`src/sv/stdp_pkg.sv`:
```
package stdp_pkg;

  // parser phases
  typedef enum logic [2:0] {
    PH_HUNT,
    PH_TYPE,
    PH_NAME,
    PH_SCAN,
    PH_SKIP
  } phase_e;

  // result kinds
  localparam logic [1:0] KIND_DIST = 2'd0;
  localparam logic [1:0] KIND_DONE = 2'd1;
  localparam logic [1:0] KIND_ERR  = 2'd2;

  // error codes
  localparam logic [1:0] ERR_NONE    = 2'd0;
  localparam logic [1:0] ERR_CMD     = 2'd1;
  localparam logic [1:0] ERR_SECTION = 2'd2;
  localparam logic [1:0] ERR_ETX     = 2'd3;

  // framing bytes
  localparam logic [7:0] BYTE_STX = 8'h02;
  localparam logic [7:0] BYTE_ETX = 8'h03;
  localparam logic [7:0] BYTE_SP  = 8'h20;

  // command types
  localparam logic [23:0] TYPE_SSN = 24'h73534E;
  localparam logic [23:0] TYPE_SEA = 24'h734541;
  localparam logic [23:0] TYPE_SAN = 24'h73414E;
  localparam logic [23:0] TYPE_SRA = 24'h735241;
  localparam logic [23:0] TYPE_SWA = 24'h735741;

  localparam logic [3:0] TYPE_LEN      = 4'd3;
  localparam logic [3:0] SCAN_NAME_LEN = 4'd11;
  localparam logic [3:0] NAME_POS_MAX  = 4'd15;
  localparam logic [2:0] DIST_NAME_LEN = 3'd5;
  localparam logic [2:0] HEX_DIGITS    = 3'd4;
  localparam logic [2:0] TOK_LEN_MAX   = 3'd7;

  // token positions inside the scan telegram
  localparam logic [5:0] TOK_ENC_COUNT  = 6'd16;
  localparam logic [5:0] TOK_ENC_FIRST  = 6'd17;
  localparam logic [5:0] TOK_AFTER_ENC  = 6'd19;
  localparam logic [5:0] TOK_CHAN_NAME  = 6'd20;
  localparam logic [5:0] TOK_DATA_COUNT = 6'd25;
  localparam logic [5:0] TOK_DATA       = 6'd26;
  localparam logic [5:0] TOK_CH8_COUNT  = 6'd27;
  localparam logic [5:0] TOK_NAME_FLAG  = 6'd29;
  localparam logic [5:0] TOK_TIME_FLAG  = 6'd31;
  localparam logic [5:0] TOK_EVENT_FLAG = 6'd32;

  function automatic logic [3:0] hex_nibble(input logic [7:0] c);
    logic [3:0] v;
    v = 4'd0;
    if (c >= 8'h30 && c <= 8'h39) v = 4'(c - 8'h30);
    else if (c >= 8'h41 && c <= 8'h46) v = 4'(c - 8'h37);
    else if (c >= 8'h61 && c <= 8'h66) v = 4'(c - 8'h57);
    return v;
  endfunction

  function automatic logic known_type(input logic [23:0] t);
    return (t == TYPE_SSN) || (t == TYPE_SEA) || (t == TYPE_SAN) ||
           (t == TYPE_SRA) || (t == TYPE_SWA);
  endfunction

  // "LMDscandata"
  function automatic logic [7:0] scan_char(input logic [3:0] pos);
    logic [7:0] c;
    case (pos)
      4'd0:    c = 8'h4C;
      4'd1:    c = 8'h4D;
      4'd2:    c = 8'h44;
      4'd3:    c = 8'h73;
      4'd4:    c = 8'h63;
      4'd5:    c = 8'h61;
      4'd6:    c = 8'h6E;
      4'd7:    c = 8'h64;
      4'd8:    c = 8'h61;
      4'd9:    c = 8'h74;
      4'd10:   c = 8'h61;
      default: c = 8'h00;
    endcase
    return c;
  endfunction

  // "DIST1"
  function automatic logic [7:0] dist_char(input logic [2:0] pos);
    logic [7:0] c;
    case (pos)
      3'd0:    c = 8'h44;
      3'd1:    c = 8'h49;
      3'd2:    c = 8'h53;
      3'd3:    c = 8'h54;
      3'd4:    c = 8'h31;
      default: c = 8'h00;
    endcase
    return c;
  endfunction

endpackage

```
`src/sv/scan_telegram_distance_parser_unit.sv`:
```
// path: an accepted byte is held in the input register and its result is registered in the output register
// throughput: one byte per cycle while the result side is not stalled
// a stalled result beat holds the next byte in the input register
// reset: rst_ni is asynchronous and active low; it empties both stages and
// puts the parser in the hunt-for-stx phase with all counters cleared
module scan_telegram_distance_parser_unit
  import stdp_pkg::*;
(
  input  logic        clk_i,
  input  logic        rst_ni,
  input  logic        in_valid_i,
  output logic        in_stall_o,
  input  logic [7:0]  rx_byte_i,
  output logic        out_valid_o,
  input  logic        out_stall_i,
  output logic [1:0]  result_kind_o,
  output logic [15:0] distance_o,
  output logic [15:0] point_index_o,
  output logic        last_point_o,
  output logic [1:0]  error_code_o
);

  // input stage
  logic       in_valid_q, in_valid_d;
  logic [7:0] in_byte_q;
  logic       advance;
  logic       in_take;

  // parser state
  phase_e      phase_q, phase_d;
  logic [23:0] cmd_q, cmd_d;
  logic [3:0]  name_pos_q, name_pos_d;
  logic        name_scan_q, name_scan_d;
  logic [5:0]  tok_num_q, tok_num_d;
  logic [15:0] hex_acc_q, hex_acc_d;
  logic [2:0]  tok_len_q, tok_len_d;
  logic        chan_dist_q, chan_dist_d;
  logic [15:0] pts_total_q, pts_total_d;
  logic [15:0] pts_done_q, pts_done_d;

  // output register
  logic        out_valid_q, out_valid_d;
  logic [1:0]  kind_q;
  logic [15:0] dist_q;
  logic [15:0] idx_q;
  logic        last_q;
  logic [1:0]  err_q;

  // decode of the current byte
  logic        is_etx, is_delim;
  logic [23:0] type_word;
  logic        is_scan;
  logic [15:0] pd_inc;
  logic        pd_last;

  // outcome of closing a scan token
  logic        et_fail;
  logic [1:0]  et_err;
  logic        et_complete;
  logic        et_emit;
  logic [5:0]  et_next;

  // result of this byte
  logic        res_valid;
  logic [1:0]  res_kind;
  logic [15:0] res_dist;
  logic [15:0] res_idx;
  logic        res_last;
  logic [1:0]  res_err;

  // the stage moves whenever the output register is free or being drained
  assign advance    = !out_valid_q || !out_stall_i;
  assign in_stall_o = in_valid_q && !advance;
  assign in_take    = in_valid_i && !in_stall_o;

  assign is_etx    = (in_byte_q == BYTE_ETX);
  assign is_delim  = is_etx || (in_byte_q == BYTE_SP);
  assign type_word = {cmd_q[15:0], in_byte_q};
  assign is_scan   = name_scan_q && (name_pos_q == SCAN_NAME_LEN) && (cmd_q == TYPE_SSN);
  assign pd_inc    = pts_done_q + 16'd1;
  assign pd_last   = (pd_inc == pts_total_q);

  // what ending the current token does
  always_comb begin
    et_fail     = 1'b0;
    et_err      = ERR_NONE;
    et_complete = 1'b0;
    et_emit     = 1'b0;
    et_next     = tok_num_q + 6'd1;
    if (is_etx && tok_num_q != TOK_EVENT_FLAG) begin
      // etx in the middle of the scan body wins over everything else
      et_fail = 1'b1;
      et_err  = ERR_ETX;
    end else begin
      case (tok_num_q)
        TOK_ENC_COUNT: begin
          // no encoder: jump over the two encoder tokens
          et_next = (hex_acc_q != 16'd0) ? TOK_ENC_FIRST : TOK_AFTER_ENC;
        end
        TOK_DATA_COUNT: begin
          et_next = (hex_acc_q != 16'd0) ? TOK_DATA : TOK_CH8_COUNT;
        end
        TOK_DATA: begin
          et_emit = chan_dist_q;
          et_next = pd_last ? TOK_CH8_COUNT : TOK_DATA;
        end
        TOK_CH8_COUNT: begin
          if (hex_acc_q != 16'd0) begin
            et_fail = 1'b1;
            et_err  = ERR_SECTION;
          end
        end
        TOK_NAME_FLAG: begin
          if (hex_acc_q == 16'd1) begin
            et_fail = 1'b1;
            et_err  = ERR_SECTION;
          end
        end
        TOK_TIME_FLAG: begin
          if (hex_acc_q != 16'd0) begin
            et_fail = 1'b1;
            et_err  = ERR_SECTION;
          end
        end
        TOK_EVENT_FLAG: begin
          if (hex_acc_q != 16'd0) begin
            et_fail = 1'b1;
            et_err  = ERR_SECTION;
          end else if (!is_etx) begin
            // trailer closed by a space instead of etx
            et_fail = 1'b1;
            et_err  = ERR_ETX;
          end else begin
            et_complete = 1'b1;
          end
        end
        default: ;
      endcase
    end
  end

  // next state of the parser
  always_comb begin
    phase_d     = phase_q;
    cmd_d       = cmd_q;
    name_pos_d  = name_pos_q;
    name_scan_d = name_scan_q;
    tok_num_d   = tok_num_q;
    hex_acc_d   = hex_acc_q;
    tok_len_d   = tok_len_q;
    chan_dist_d = chan_dist_q;
    pts_total_d = pts_total_q;
    pts_done_d  = pts_done_q;
    unique case (phase_q)
      PH_HUNT: begin
        if (in_byte_q == BYTE_STX) begin
          phase_d    = PH_TYPE;
          name_pos_d = 4'd0;
          cmd_d      = 24'd0;
        end
      end
      PH_TYPE: begin
        if (name_pos_q < TYPE_LEN) begin
          cmd_d      = type_word;
          name_pos_d = name_pos_q + 4'd1;
          if (name_pos_q == TYPE_LEN - 4'd1 && !known_type(type_word)) phase_d = PH_HUNT;
        end else if (is_etx) begin
          phase_d = PH_HUNT;
        end else begin
          // separator byte after the type
          phase_d     = PH_NAME;
          name_pos_d  = 4'd0;
          name_scan_d = 1'b1;
        end
      end
      PH_NAME: begin
        if (is_delim) begin
          if (is_etx) begin
            phase_d = PH_HUNT;
          end else if (is_scan) begin
            phase_d     = PH_SCAN;
            tok_num_d   = 6'd0;
            hex_acc_d   = 16'd0;
            tok_len_d   = 3'd0;
            chan_dist_d = 1'b1;
            pts_total_d = 16'd0;
            pts_done_d  = 16'd0;
          end else begin
            phase_d = PH_SKIP;
          end
        end else begin
          if (name_pos_q >= SCAN_NAME_LEN || in_byte_q != scan_char(name_pos_q)) begin
            name_scan_d = 1'b0;
          end
          if (name_pos_q < NAME_POS_MAX) name_pos_d = name_pos_q + 4'd1;
        end
      end
      PH_SCAN: begin
        if (is_delim) begin
          hex_acc_d = 16'd0;
          tok_len_d = 3'd0;
          if (et_fail || et_complete) begin
            phase_d = PH_HUNT;
          end else begin
            tok_num_d = et_next;
            if (tok_num_q == TOK_CHAN_NAME && tok_len_q != DIST_NAME_LEN) chan_dist_d = 1'b0;
            if (tok_num_q == TOK_DATA_COUNT) begin
              pts_total_d = hex_acc_q;
              pts_done_d  = 16'd0;
            end
            if (tok_num_q == TOK_DATA) pts_done_d = pd_inc;
          end
        end else begin
          if (tok_num_q == TOK_CHAN_NAME &&
              (tok_len_q >= DIST_NAME_LEN || in_byte_q != dist_char(tok_len_q))) begin
            chan_dist_d = 1'b0;
          end
          // only the first four characters form the value
          if (tok_len_q < HEX_DIGITS) hex_acc_d = {hex_acc_q[11:0], hex_nibble(in_byte_q)};
          if (tok_len_q < TOK_LEN_MAX) tok_len_d = tok_len_q + 3'd1;
        end
      end
      PH_SKIP: begin
        if (is_etx) phase_d = PH_HUNT;
      end
      default: begin
        phase_d = PH_HUNT;
      end
    endcase
  end

  // result of the current byte
  always_comb begin
    res_valid = 1'b0;
    res_kind  = KIND_DONE;
    res_dist  = 16'd0;
    res_idx   = 16'd0;
    res_last  = 1'b0;
    res_err   = ERR_NONE;
    unique case (phase_q)
      PH_TYPE: begin
        if (name_pos_q < TYPE_LEN) begin
          if (name_pos_q == TYPE_LEN - 4'd1 && !known_type(type_word)) begin
            res_valid = 1'b1;
            res_kind  = KIND_ERR;
            res_err   = ERR_CMD;
          end
        end else if (is_etx) begin
          res_valid = 1'b1;
        end
      end
      PH_NAME: begin
        if (is_etx) begin
          res_valid = 1'b1;
          if (is_scan) begin
            // scan telegram cut short after its name
            res_kind = KIND_ERR;
            res_err  = ERR_ETX;
          end
        end
      end
      PH_SCAN: begin
        if (is_delim) begin
          if (et_fail) begin
            res_valid = 1'b1;
            res_kind  = KIND_ERR;
            res_err   = et_err;
          end else if (et_complete) begin
            res_valid = 1'b1;
          end else if (et_emit) begin
            res_valid = 1'b1;
            res_kind  = KIND_DIST;
            res_dist  = hex_acc_q;
            res_idx   = pts_done_q;
            res_last  = pd_last;
          end
        end
      end
      PH_SKIP: begin
        if (is_etx) res_valid = 1'b1;
      end
      default: ;
    endcase
  end

  always_comb begin
    in_valid_d = in_valid_q;
    if (in_take) in_valid_d = 1'b1;
    else if (advance) in_valid_d = 1'b0;
  end

  always_comb begin
    out_valid_d = out_valid_q;
    if (in_valid_q && advance && res_valid) out_valid_d = 1'b1;
    else if (!out_stall_i) out_valid_d = 1'b0;
  end

  // control registers
  always_ff @(posedge clk_i or negedge rst_ni) begin
    if (!rst_ni) begin
      in_valid_q  <= 1'b0;
      out_valid_q <= 1'b0;
      phase_q     <= PH_HUNT;
      cmd_q       <= 24'd0;
      name_pos_q  <= 4'd0;
      name_scan_q <= 1'b1;
      tok_num_q   <= 6'd0;
      hex_acc_q   <= 16'd0;
      tok_len_q   <= 3'd0;
      chan_dist_q <= 1'b1;
      pts_total_q <= 16'd0;
      pts_done_q  <= 16'd0;
    end else begin
      in_valid_q  <= in_valid_d;
      out_valid_q <= out_valid_d;
      if (in_valid_q && advance) begin
        phase_q     <= phase_d;
        cmd_q       <= cmd_d;
        name_pos_q  <= name_pos_d;
        name_scan_q <= name_scan_d;
        tok_num_q   <= tok_num_d;
        hex_acc_q   <= hex_acc_d;
        tok_len_q   <= tok_len_d;
        chan_dist_q <= chan_dist_d;
        pts_total_q <= pts_total_d;
        pts_done_q  <= pts_done_d;
      end
    end
  end

  // payload registers
  always_ff @(posedge clk_i) begin
    if (in_take) in_byte_q <= rx_byte_i;
    if (in_valid_q && advance && res_valid) begin
      kind_q <= res_kind;
      dist_q <= res_dist;
      idx_q  <= res_idx;
      last_q <= res_last;
      err_q  <= res_err;
    end
  end

  assign out_valid_o   = out_valid_q;
  assign result_kind_o = kind_q;
  assign distance_o    = dist_q;
  assign point_index_o = idx_q;
  assign last_point_o  = last_q;
  assign error_code_o  = err_q;

endmodule

```
`config.mk`:
```
export PLATFORM = sky130hd
export DESIGN_NAME = scan_telegram_distance_parser_unit
export DESIGN_NICKNAME = d
export VERILOG_FILES = /design/src/sv/stdp_pkg.sv /design/src/sv/scan_telegram_distance_parser_unit.sv
export SDC_FILE = /design/constraint.sdc
export NUM_CORES = 1
export LEC_CHECK = 0
export ABC_AREA = 1
export BUFFER_PORTS_ARGS = -buffer_cell sky130_fd_sc_hd__buf_2
export CORE_UTILIZATION = 47
export CTS_BUF_LIST = sky130_fd_sc_hd__clkbuf_8
export DETAILED_ROUTE_END_ITERATION = 10
export PLACE_DENSITY = 0.7
export REMOVE_ABC_BUFFERS = 1
export SLEW_MARGIN = 10
export SYNTH_ARGS = -nofsm -noshare
export SYNTH_HDL_FRONTEND = slang
export SYNTH_SLANG_ARGS = --single-unit
```
`constraint.sdc`:
```
create_clock -name clk_i -period 3.5 [get_ports clk_i]
set_input_delay 0.35 -clock clk_i [delete_from_list [all_inputs] [get_ports clk_i]]
set_output_delay 0.35 -clock clk_i [all_outputs]
set_load 0.02 [all_outputs]
```
==> flow_summary.json, run 1 <==
{
  "max_cap_viol_count": 0,
  "grt_pass1_vias": 6230,
  "post_cts_buffers": 0,
  "worst_skew_pair.late_latency_ns": 0.46,
  "r2r-end": "last_point_o",
  "ys_warn_count": 0,
  "holdPathStages": 1,
  "overflow": 0,
  "path_buf_inv": 2,
  "route.detailed.drc": 0,
  "critPathCaptureType": "register",
  "drtIter0Drc": 475,
  "setup.worst_path.class": "register to register",
  "setup_ws_ns": 0.827,
  "clk_path_buf_depth": 2,
  "die_h_um": 131,
  "critPathLaunch": "in_byte_q[0]",
  "drive_gt1_frac": 0.148,
  "use_met1": 0.269,
  "clock-sinks": 137,
  "crit_path_top_delay_cell": "or2_2",
  "cts_buffers": 17,
  "h-tree-depth": 4,
  "core_um2": 16100,
  "via_per_inst": 5.20,
  "ant_nets": 0,
  "power.density_nw_per_um2": 523,
  "cts_tree": "yes",
  "gp_congestion": 0.914,
  "timing.rr.start": "in_byte_q[0]",
  "grt_antenna_before_repair": 0,
  "crit_path_max_fanout": 33,
  "async_flop_share": 0.672,
  "fin_nets": 1068,
  "final_area_um2": 8690,
  "crit_path_cell_trace": "inv_1 -> ha_1 -> nand3_2 -> a21oi_4 -> inv_2 -> nor2_1 -> nand2_1 -> or2_2 -> nor3_2",
  "wl_um": 17400,
  "synth_flop_cell": "dfrtp_1",
  "grt_busiest_layer": "met2",
  "grt_use_met2": 0.377,
  "io_pins": 51,
  "die-area_um2": 17200,
  "cts-root-buf": "clkbuf_8",
  "slew_viol_final": 0,
  "first_pass_iters": 5,
  "dp_slack_ns": 0.846,
  "via_count": 6571,
  "synth_top_area_frac": 0.288,
  "ys_seq_area_frac": 0.467,
  "slowest_delay_ns": 0.65,
  "ir_worst_vdd_v": 0.000452,
  "fin_crit_ns": 2.67,
  "cp.required_ns": 3.80,
  "hold_viol": 0,
  "synth_area_um2": 7830,
  "post_dp_cell_area_um2": 8240,
  "reg2reg_slack_ns": 0.83,
  "arrival_ns": 2.97,
  "hold_path_end": "in_byte_q[6]",
  "start_kind": "register",
  "avgRoutedWirePerCell_um": 13.8,
  "die_w_um": 131,
  "core.rowCount": 46,
  "cp_num_cells": 9,
  "grt_max_degree": 83,
  "antenna_cells": 0,
  "grtUsageMet3": 0.0525,
  "holdCritStartpoint": "rx_byte_i[6]",
  "start_util": 0.487,
  "holdWs_ns": 0.0661,
  "cts_resized": 0,
  "synth_area_leaders": "dfrtp_1 (29%), edfxtp_1 (17%), nand2_1 (13%), nand3_1 (5.9%), inv_1 (5.4%)",
  "r2r_cells": 9,
  "synth_cells": 983,
  "syn_to_final_growth_pct": 11.0,
  "p_leak_nw": 3.71,
  "ys_types": 44,
  "rsz0062_at_grt": "no",
  "synth_area_leader_cell": "dfrtp_1",
  "path_clk_slew_ns": 0.08,
  "period_share": 0.764,
  "grt_pass1_wl_um": 29100,
  "finalSetupViolCount": 0,
  "hold_path.class": "primary input to register",
  "port_buffers": 50,
  "crit_family": "simple AND/OR/NAND/NOR gates",
  "worst_slew_pin_slew_ns": 1.16,
  "synth_seq_cells": 137,
  "slew_headroom": 0.226,
  "tns_ns": 0,
  "cts_hold_buf": 0,
  "syn_avg_cell_area_um2": 7.96,
  "dp_hpwl_um": 12500,
  "max_freq_mhz": 374,
  "synth_edf_count": 45,
  "fin_skew_ns": 0.0105,
  "outcome": "complete, no violations",
  "track_usage": 0.221
}
[power by group]
group | total, W | switching [W] | leakage [nW] | internal (W)
registers | 0.00196 | 0.000125 | 1.64 | 0.00184
logic | 0.00114 | 0.000820 | 1.84 | 0.000320
clock network | 0.00145 | 0.000616 | 0.234 | 0.000830
[layer usage]
metal	vias to the layer above	wire (um)
met5	-	0
met4	0	377
met3	28	765
met2	168	8580
met1	3018	7670
li1	3357	-
[registers in the layout (all words and copies together), names as in the netlist]
signal         cells
distance_o        16
name_pos_q         4
chan_dist_q        1
phase_q            3
tok_num_q          6
in_valid_q         1
result_kind_o      2
pts_total_q       16
pts_done_q        16
last_point_o       1
error_code_o       2
tok_len_q          3
name_scan_q        1
point_index_o     16
in_byte_q          8
out_valid_o        1
cmd_q             24
hex_acc_q         16
[through the flow]
stage / util / power [W] / cells
floorplan: - / 0.00272 / 957
global placement: 0.513 / 0.00310 / 1232
detailed placement: 0.513 / 0.00312 / 1232
CTS: 0.541 / 0.00457 / 1264
global route: 0.541 / 0.00483 / 1264
finish: 0.541 / 0.00455 / 1264
[cells in the mapped netlist, drive strengths merged (2+ instances only)]
master,count
dfstp,2
ha,21
o211ai,6
nand3b,5
o21ai,110
buf,17
clkbuf,9
a31oi,3
o2111ai,2
nor2,104
inv,116
o31ai,5
clkinv,3
xor2,7
nor3,17
a21oi,10
dfrtp,90
a211oi,2
or2,5
nand2,275
edfxtp,45
and3,2
nand3,97
nand4,26
[cells in the final DEF, fill, tap and decap left out, types with 21 or more instances in the layout]
master	n
ha_1	21
nand4_1	25
edfxtp_1	45
nand2_1	270
buf_2	49
inv_1	114
o21ai_1	36
dfrtp_1	90
o21ai_0	72
nor2_2	35
nor2_1	65
nand3_1	93
[worst max-delay path by stage]
stage / to / slack [ns]
6_report: last_point_o / 0.83
5_1_grt: hex_acc_q[10] / 0.58
4_1_cts: point_index_o[6] / 0.83
3_5_place_dp: point_index_o[1] / 0.85
3_3_place_gp: hex_acc_q[6] / 0.90
2_1_floorplan: last_point_o / 0.77
[logic make-up after synthesis]
family                     synth area share
adders and majority gates            0.0336
and+or+nand+nor                       0.311
xor gates and xnor gates             0.0107
AOI/OAI and AO/OA                    0.0983
buffers and inverters                0.0796
DFF                                   0.467
[cell type report]
| class | instances | area (um2) |
|---|---|---|
| clock buffers | 20 | 275 |
| clock inverters | 12 | 171 |
| fillers | 1503 | 7370 |
| inverters | 119 | 447 |
| multi-input cells | 701 | 3550 |
| flip-flops and latches | 137 | 3660 |
| well taps | 216 | 270 |
| repair buffers | 59 | 320 |
Power figures use the tool's default switching activity.
==> run 2: changes to the inputs <==
--- a/config.mk
+++ b/config.mk
@@ -5,12 +5,12 @@
 export SDC_FILE = /design/constraint.sdc
 export NUM_CORES = 1
 export LEC_CHECK = 0
-export ABC_AREA = 1
+export ABC_AREA = 0
 export BUFFER_PORTS_ARGS = -buffer_cell sky130_fd_sc_hd__buf_2
 export CORE_UTILIZATION = 47
 export CTS_BUF_LIST = sky130_fd_sc_hd__clkbuf_8
 export DETAILED_ROUTE_END_ITERATION = 10
-export PLACE_DENSITY = 0.7
+export PLACE_DENSITY = 0.71
 export REMOVE_ABC_BUFFERS = 1
 export SLEW_MARGIN = 10
 export SYNTH_ARGS = -nofsm -noshare
==> constraint.sdc (replaced) <==
create_clock -name clk_i -period 2.8 [get_ports clk_i]
set_input_delay 0.28 -clock clk_i [delete_from_list [all_inputs] [get_ports clk_i]]
set_output_delay 0.28 -clock clk_i [all_outputs]
set_load 0.02 [all_outputs]
==> run 2 against run 1 <==
Non-clock buffer count is 81 higher. Setup slack worse by 0.82 ns. Global-route usage is 1.5 points higher. Sequential share of layout area is 1.7 points lower. Core utilization is 4.6 points higher. Power is 10% higher. Fmax is 4.1% lower. Critical path type unchanged. Critical endpoint is now pts_done_q[7]. Largest cell class unchanged.
==> flow_summary.json, run 2 <==
{
  "rsz0062_at_grt": "yes",
  "outcome": "complete, no violations",
  "antenna_cells": 0,
  "final_area_um2": 9050,
  "hold_viol": 0,
  "regMostFlops": "cmd_q",
  "pwr-share-clk": 0.318,
  "worst_skew_pair.late_latency_ns": 0.47,
  "syn_to_final_growth_pct": 20.5,
  "synth_top_area_frac": 0.300,
  "dp_slack_ns": 0.0291,
  "io_pins": 51,
  "ir_worst_vdd_v": 0.000332,
  "p_comb_frac": 0.194,
  "async_flop_share": 0.672,
  "synth_area_leaders": "dfrtp_1 (30%), edfxtp_1 (18%), nand2_1 (6.8%), o21ai_0 (5.1%), ha_1 (3.5%)",
  "drtIter0Drc": 439,
  "fin_nets": 930,
  "setup_ws_ns": 0.0112,
  "final_cell_mix": "nand2_1 (136), dfrtp_1 (89), o21ai_0 (76), buf_4 (75), buf_2 (49)",
  "ys_warn_count": 0,
  "synth_area_um2": 7510,
  "h-tree-depth": 4,
  "grt_max_degree": 54,
  "synth_seq_cells": 137,
  "crit_path_max_fanout": 12,
  "net-switching-power_w": 0.00163,
  "yosysMostFrequentCell": "nand2_1",
  "worst_slew_pin_slew_ns": 0.709,
  "critPathCaptureType": "register",
  "start_kind": "register",
  "ys_seq_area_frac": 0.487,
  "hold_path.class": "primary input to register",
  "via_count": 6385,
  "cts_tree": "yes",
  "ys_types": 66,
  "max_freq_mhz": 359,
  "fin_crit_ns": 2.79,
  "via_per_inst": 5.70,
  "syn_avg_cell_area_um2": 9.56,
  "wl_um": 18600,
  "slew_viol_final": 0,
  "cts-root-buf": "clkbuf_8",
  "crit_path_cell_trace": "or4_4 -> or3_4 -> o21ai_4 -> o2111ai_4 -> or4_4 -> buf_12 -> o21bai_1 -> a21o_1",
  "synth_area_leader_cell": "dfrtp_1",
  "setup.worst_path.class": "register to register",
  "route.detailed.drc": 0,
  "grt_antenna_before_repair": 0,
  "track_usage": 0.236,
  "core.rowCount": 45,
  "crit_path_top_delay_cell": "or4_4",
  "clock-sinks": 137,
  "synth_commonest_cells": "nand2_1 (136), dfrtp_1 (90), o21ai_0 (77)",
  "crit_path_frequent_cell": "or4_4",
  "arrival_ns": 3.19,
  "avgRoutedWirePerCell_um": 16.6,
  "synth_edf_count": 45,
  "core_um2": 15400,
  "synth_cells": 786,
  "max_cap_viol_count": 0,
  "tns_ns": 0,
  "cts_buffers": 17,
  "p_leak_nw": 3.86,
  "clk_path_buf_depth": 2,
  "path_clk_slew_ns": 0.09,
  "synth_flop_cell": "dfrtp_1",
  "slowest_delay_ns": 0.56,
  "die-area_um2": 16500,
  "p_sw_frac": 0.325,
  "cp.required_ns": 3.21,
  "pwr-share-seq": 0.487,
  "largest_reg_flops": 24,
  "crit_family": "simple AND/OR/NAND/NOR gates",
  "first_pass_iters": 8,
  "grt_pass1_vias": 5889,
  "die_h_um": 128,
  "power.density_nw_per_um2": 554,
  "post_dp_cell_area_um2": 8490,
  "finalSetupViolCount": 0,
  "port_buffers": 50,
  "fin_skew_ns": 0.0185,
  "final_common_cell": "nand2_1",
  "ant_nets": 0,
  "start_util": 0.487,
  "path_buf_inv": 1,
  "overflow": 0,
  "grt_pass1_wl_um": 30000,
  "slew_headroom": 0.524,
  "gp_congestion": 0.911,
  "die_w_um": 128,
  "dp_hpwl_um": 13000,
  "period_share": 0.996,
  "drive_gt1_frac": 0.216,
  "p_int_w": 0.00339
}
## run 2: cell count changes after synthesis, sizes merged, moves of 17 or more
cell,change
a22o,+17
nand3,-69
o21ai,-26
nand2,-139
nor2,-61
and2,+33
xnor2,+24
inv,-97
clkbuf,+25
## run 2: timing repair
item	CTS	global route
setup endpoints to repair	1	47
cloned	0	0
resized for setup	1	15
hold buffers	9	0
setup buffers	0	3
endpoints found under the hold margin	47	0
pin swaps	0	3
## run 2: path summary, 6_finish.rpt
kind | start | to | slack (ns) | cells after the start
min in group asynchronous | rst_ni | cmd_q[0] | 0.33 | 2
setup reg to reg | in_byte_q[2] | pts_done_q[7] | 0.01 | 8
max in group asynchronous | rst_ni | name_scan_q | 1.77 | 3
setup / recovery | in_byte_q[2] | pts_done_q[7] | 0.01 | 8
hold / removal | in_valid_i | in_valid_q | 0.03 | 2
hold reg to reg | cmd_q[17] | cmd_q[17] | 0.48 | 2
## run 2: stage by stage
stage / hold slack, ns / util / instances / total power [W]
3_3_place_gp: 0.300 / 0.550 / 1077 / 0.00340
2_1_floorplan: -0.0156 / - / 738 / 0.00306
3_5_place_dp: 0.301 / 0.550 / 1077 / 0.00343
6_report: 0.0282 / 0.587 / 1121 / 0.00501
5_1_grt: 0.0139 / 0.587 / 1121 / 0.00527
4_1_cts: 0.00635 / 0.581 / 1118 / 0.00503
## run 2: area by class of cell
class | instances | area [um2]
fill | 1373 | 6380
tap | 211 | 264
multi-input combinational | 582 | 3650
timing repair buffer | 140 | 1020
clock inverter | 13 | 120
sequential | 137 | 3660
inverter | 19 | 71.3
clock buffer | 19 | 262
## run 2: per-layer routing
layer,track usage,share of wire,vias to the layer above
met1,0.341,0.48,3082
li1,-,-,3058
met4,0.0851,0.021,0
met5,0,0,-
met3,0.0462,0.059,33
met2,0.352,0.44,212
## run 2: cells by family (layout without fill, tap and decap cells)
kind of cell | after synthesis | after routing | synth area share
simple gates | 332 | 332 | 0.226
xor+xnor | 35 | 35 | 0.0408
compound gates | 186 | 186 | 0.163
flops | 137 | 137 | 0.487
buf+inv | 67 | 191 | 0.0373
fa+ha+maj | 21 | 21 | 0.0350
mux | 8 | 8 | 0.0110
## run 2: power groups by stage
| stage | clock (W) | sequential, W | combinational (W) |
|---|---|---|---|
| 6_report | 0.00159 | 0.00244 | 0.000975 |
| 5_1_grt | 0.00170 | 0.00247 | 0.00110 |
| 4_1_cts | 0.00162 | 0.00244 | 0.000966 |
| 3_5_place_dp | 0 | 0.00248 | 0.000951 |
| 3_3_place_gp | 0 | 0.00247 | 0.000929 |
| 2_1_floorplan | 0 | 0.00245 | 0.000604 |
